<file path="src/design/hdc_pkg.sv">
// Shared constants, types and codes of the hypervector encoder.
package hdc_pkg;

  localparam int HV_WORDS      = 16;
  localparam int LEVELS        = 255;
  localparam int CHANNEL_COUNT = 8;

  localparam int WORD_BITS   = 64;
  localparam int WORD_W      = (HV_WORDS > 1) ? $clog2(HV_WORDS) : 1;
  localparam int CH_W        = 3;
  localparam int WIDX_W      = 4;
  localparam int SAMPLE_W    = 16;
  localparam int OUT_INDEX_W = 4;
  localparam int CFG_IDX_W   = 2;
  localparam int CFG_DATA_W  = 16;

  localparam int BASIS_DEPTH = CHANNEL_COUNT * HV_WORDS;
  localparam int BASIS_AW    = (BASIS_DEPTH > 1) ? $clog2(BASIS_DEPTH) : 1;

  // Level is below LEVELS, so it fits eight bits; one quotient bit per step.
  localparam int QUO_W  = 8;
  localparam int STEP_W = 3;
  localparam int NUM_W  = SAMPLE_W + QUO_W;
  localparam int LV_W   = (WORD_W + 7 > QUO_W) ? WORD_W + 7 : QUO_W + 1;

  localparam int S_TDATA_W = 88;
  localparam int M_TDATA_W = 72;

  localparam logic [SAMPLE_W-1:0] FULL_SCALE_RESET = 16'd1023;
  localparam logic [SAMPLE_W-1:0] OFFSET_RESET     = 16'd0;
  localparam logic                BIND_RESET       = 1'b1;

  localparam logic KIND_BASIS  = 1'b0;
  localparam logic KIND_SAMPLE = 1'b1;

  typedef enum logic [CFG_IDX_W-1:0] {
    REG_FULL_SCALE  = 2'd0,
    REG_OFFSET      = 2'd1,
    REG_BIND_ENABLE = 2'd2
  } cfg_reg_e;

  typedef struct packed {
    logic              wr_basis;
    logic              load_sample;
    logic              div_step;
    logic              bind_rd;
    logic              emit_load;
    logic [WORD_W-1:0] word;
  } cmd_t;

  typedef struct packed {
    logic out_free;
  } sts_t;

endpackage

</file>
<file path="src/design/hdc_ctrl.sv">
// Controller: sequences basis writes, division, binding pass and word emission.
module hdc_ctrl (
  input  logic          clk,
  input  logic          rst,
  input  logic          s_tvalid,
  input  logic          s_tuser,
  input  logic          s_tlast,
  output logic          s_tready,
  input  hdc_pkg::sts_t sts,
  output hdc_pkg::cmd_t cmd
);

  typedef enum logic [4:0] {
    S_IDLE  = 5'b00001,
    S_DIV   = 5'b00010,
    S_BIND  = 5'b00100,
    S_FLUSH = 5'b01000,
    S_EMIT  = 5'b10000
  } state_t;

  state_t                      state, state_next;
  logic [hdc_pkg::WORD_W-1:0]  word, word_next;
  logic [hdc_pkg::STEP_W-1:0]  step, step_next;
  logic                        last_q, last_next;
  logic                        accept;
  logic                        word_end;
  logic                        step_end;

  assign s_tready = (state == S_IDLE);
  assign accept   = s_tvalid && s_tready;
  assign word_end = (word == hdc_pkg::WORD_W'(hdc_pkg::HV_WORDS - 1));
  assign step_end = (step == hdc_pkg::STEP_W'(hdc_pkg::QUO_W - 1));

  always_comb begin
    state_next      = state;
    word_next       = word;
    step_next       = step;
    last_next       = last_q;
    cmd.wr_basis    = 1'b0;
    cmd.load_sample = 1'b0;
    cmd.div_step    = 1'b0;
    cmd.bind_rd     = 1'b0;
    cmd.emit_load   = 1'b0;
    cmd.word        = word;
    unique case (state)
      S_IDLE: begin
        if (accept && s_tuser == hdc_pkg::KIND_BASIS) begin
          cmd.wr_basis = 1'b1;
        end else if (accept) begin
          cmd.load_sample = 1'b1;
          last_next       = s_tlast;
          step_next       = '0;
          state_next      = S_DIV;
        end
      end
      S_DIV: begin
        cmd.div_step = 1'b1;
        step_next    = step + 1'b1;
        if (step_end) begin
          word_next  = '0;
          state_next = S_BIND;
        end
      end
      S_BIND: begin
        // issue one basis read per cycle; the accumulator update follows from the registered read data
        cmd.bind_rd = 1'b1;
        word_next   = word + 1'b1;
        if (word_end) begin
          state_next = S_FLUSH;
        end
      end
      S_FLUSH: begin
        word_next  = '0;
        state_next = last_q ? S_EMIT : S_IDLE;
      end
      S_EMIT: begin
        if (sts.out_free) begin
          cmd.emit_load = 1'b1;
          word_next     = word + 1'b1;
          if (word_end) begin
            state_next = S_IDLE;
          end
        end
      end
      default: begin
        state_next = S_IDLE;
      end
    endcase
  end

  always_ff @(posedge clk) begin
    if (rst) begin
      state  <= S_IDLE;
      word   <= '0;
      step   <= '0;
      last_q <= 1'b0;
    end else begin
      state  <= state_next;
      word   <= word_next;
      step   <= step_next;
      last_q <= last_next;
    end
  end

endmodule

</file>
<file path="config.mk">
export PLATFORM = sky130hd
export DESIGN_NAME = hdc_ctrl
export DESIGN_NICKNAME = d
export VERILOG_FILES = /design/src/design/hdc_pkg.sv /design/src/design/hdc_ctrl.sv
export SDC_FILE = /design/constraint.sdc
export NUM_CORES = 1
export LEC_CHECK = 0
export BUFFER_PORTS_ARGS = -buffer_cell sky130_fd_sc_hd__buf_2
export CORE_MARGIN = 4
export CORE_UTILIZATION = 48
export CTS_CLUSTER_DIAMETER = 120
export CTS_CLUSTER_SIZE = 40
export DETAILED_ROUTE_END_ITERATION = 7
export HOLD_SLACK_MARGIN = 0.15
export PLACE_DENSITY = 0.83
export SYNTH_ARGS = -nofsm -noshare
export SYNTH_HDL_FRONTEND = slang
export SYNTH_SLANG_ARGS = --single-unit
</file>
<file path="constraint.sdc">
create_clock -name clk -period 1.4 [get_ports clk]
set_input_delay 0.07 -clock clk [delete_from_list [all_inputs] [get_ports clk]]
set_output_delay 0.07 -clock clk [all_outputs]
set_load 0.005 [all_outputs]
</file>
==> metrics.md <==
| Metric | Value |
|---|---|
| Placed inst area | `990 um^2` |
| Hold Crit Class | `in -> reg` |
| Largest area contributor in the netlist | `dfxtp_1` |
| Drt wl/cell | `14.4 um` |
| Cell Area, Synth | `841 um^2` |
| Synth Instances | `99` |
| Die H | `49.9 um` |
| Critical path, cell by cell | `ha_4, ha_4, nor3b_1, o21ai_2, o31ai_4, nor4b_2` |
| Minimum clock period after layout | `1.46 ns` |
| Startpoint Class | `register` |
| Count of cell types in the netlist | `39` |
| Share of cells above drive strength 1 | `0.450` |
| DRT iter0 DRCs | `22` |
| Worst setup path category | `reg -> reg` |
| Worst skew pair latency | `0.29 ns` |
| TritonCTS clock tree | `done` |
| Async set or reset register ratio after synthesis | `0` |
| Die area | `2490 um^2` |
| Worst-path clk slew | `0.08 ns` |
| Top FF cell, synth | `dfxtp_1` |
| Num CTS Buffers | `3` |
| GRT Util Overall | `0.176` |
| Failing checks | `negative setup slack` |
| Area Growth Syn to Fin | `36.6%` |
| Sequential element share of the synthesized area | `0.310` |
| Status | `finished, violations left` |
| Register area | `274 um^2` |
| Total length of routed met3 wires | `78 um` |
| PortBufs | `15` |
| Final WS setup | `-0.0597 ns` |
| Setup Skew | `0.00579 ns` |
| Fillers | `108` |
| Number of iterations in the first detailed-routing pass | `4` |
| CTS Root Cell | `clkbuf_4` |
| Final number of setup-violating endpoints | `7` |
| Internal power | `0.568 mW` |
| Fin util | `0.729` |
| Post-Syn Nets | `108` |
| Synth area leaders | `dfxtp_1, ha_1, nand3_1` |
| Largest net degree at the start of global routing | `14` |
| Post-synth EDFFs | `0` |
| Psw | `0.218 mW` |
| Max Clk Rate | `685 MHz` |
| Clock share of power | `0.309` |
| Switching Share | `0.278` |
| Length of routed met2 wiring | `1.02 mm` |
| Initial antenna violation count | `0` |
| Congestion Overflow GR | `0` |
| Design Power | `0.786 mW` |
| Syn_area_per_cell | `8.49 um^2` |
| Yosys top cell area share | `0.310` |
| Worst R2R Setup Slack | `-0.06 ns` |
| DRC | `0` |
| CP max-delay cell | `dfxtp_2` |
| Vias in the first global route | `774` |
| Top sig layer | `met4` |
| Synth Warn # | `0` |
| GPL Wtd Cong | `0.861` |
| Worst-case clock buffer depth | `2` |
| Max incr delay on CP | `0.36 ns` |
| Leak | `0.475 nW` |
| Total Wirelength | `2.09 mm` |
| First-pass GRT wire length | `3.39 mm` |
| Sequential Power Share | `0.497` |
| Max Slew Vio Count | `0` |
| Area of the multi-input gates | `582 um^2` |
| Placed insts | `131` |
| Final period utilization | `1.04` |
| Initial core utilization | `0.533` |
| Via density | `5.83` |
| IO Count | `16` |
| Hold Fails Final Rpt | `0` |
| Pre-CTS setup slack | `-0.0774 ns` |
| Core area | `1580 um^2` |
| RSZ-0062 raised after global routing | `true` |
| Slew @ Worst Pin | `0.374 ns` |
| Vias | `846` |
| Non-Filler Instances | `145` |
| CP max FO | `4` |
| Synth top cells by count | `dfxtp_1, nor2_1, nand2_1, nand3_1` |
| Crit path arrival time | `1.64 ns` |
| Wire length on met1 | `963 um` |
| Gate power share | `0.194` |
| Chip width | `49.9 um` |
| Slew HR | `0.748` |
| Nets@finish | `139` |
| P per Cell Area | `684 nW/um^2` |
| Most common cell in the netlist | `dfxtp_1` |
| Post-route ant nets | `0` |
| Max IR drop VDD | `0.000483 V` |
| Rows | `14` |
| Sink Count | `13` |
| Max-cap check violation count | `0` |
| CP dominant cell by count | `ha_4` |
| Antenna diodes | `0` |
| Dpl hpwl | `1.38 mm` |
| Final instance area | `1150 um^2` |
| Synth Register Bits | `13` |
| CTS H-tree depth | `1` |
| CP endpoint kind | `register` |
| Required @ worst endpoint | `1.58 ns` |
layer usage:
| metal | global-route usage | vias to the layer above |
|---|---|---|
| li1 | - | 415 |
| met1 | 0.208 | 406 |
| met2 | 0.302 | 21 |
| met3 | 0.0361 | 4 |
| met4 | 0.0829 | 0 |
| met5 | 0 | - |
kinds of logic (layout without fill, tap and decap cells):
group,Yosys count,in the layout,synth area share
simple gates,46,46,0.323
compound gates,21,21,0.192
flops,13,13,0.310
buf+inv,13,43,0.0893
fa+ha+maj,3,3,0.0446
xor+xnor,2,2,0.0298
mux,1,1,0.0119
area by class of cell:
cell class,instances,share of cell area
multi-input combinational,73,0.507
clock buffer,4,0.0229
sequential,13,0.239
tap,16,0.0174
timing repair buffer,34,0.198
inverter,5,0.0163
path summary, 6_finish.rpt:
kind | end | depth (start not counted) | start
max | state[3] | 6 | step[1]
min | word[1] | 5 | sts
max reg2reg | state[3] | 6 | step[1]
min reg2reg | word[1] | 2 | word[1]
cells in the final DEF, fill, tap and decap left out, types with 2 or more instances in the layout:
| master | instances |
|---|---|
| nand2_1 | 6 |
| nand3_1 | 6 |
| nand3b_1 | 3 |
| dfxtp_1 | 6 |
| and3_1 | 2 |
| nor2_1 | 5 |
| o21ai_1 | 3 |
| or3_4 | 3 |
| nor3b_1 | 2 |
| ha_4 | 2 |
| nor3_4 | 2 |
| buf_4 | 15 |
| nor4_1 | 2 |
| nand2b_1 | 4 |
| o21ai_0 | 2 |
| o31ai_1 | 2 |
| a21oi_1 | 5 |
| clkbuf_4 | 3 |
| nor3_1 | 3 |
| dfxtp_2 | 5 |
| dfxtp_4 | 2 |
| inv_1 | 4 |
| dlygate4sd3_1 | 4 |
| buf_2 | 15 |
flip-flops by register name, summed over array words and instances, names as in the netlist:
register  cells
state         5
word          4
step          3
last_q        1
through the flow:
step	TNS [ns]	hold slack (ns)
floorplan	0	0.214
global placement	-0.0611	0.308
detailed placement	-0.426	0.332
CTS	-0.300	0.342
global route	-0.967	0.369
finish	-0.239	0.349
power by group through the flow:
stage	logic [mW]	clock network, mW	registers (mW)
floorplan	0.0994	0	0.388
global placement	0.120	0	0.396
detailed placement	0.121	0	0.397
CTS	0.140	0.249	0.386
global route	0.169	0.270	0.391
finish	0.153	0.243	0.391
what timing repair did:
item | CTS | global route
setup buffers | 5 | 1
resized for setup | 7 | 9
hold buffers | 4 | 0
hold endpoints to repair | 6 | 0
pin swaps | 8 | 4
endpoints found under the setup margin | 16 | 12
critical path, delay by kind of cell, from the launching register on:
family          cells  cell delay [ns]
compound gates      2             0.39
flops               1             0.36
simple gates        2             0.34
fa+ha+maj           2             0.27
No activity file was read; power rests on OpenSTA's default activity.
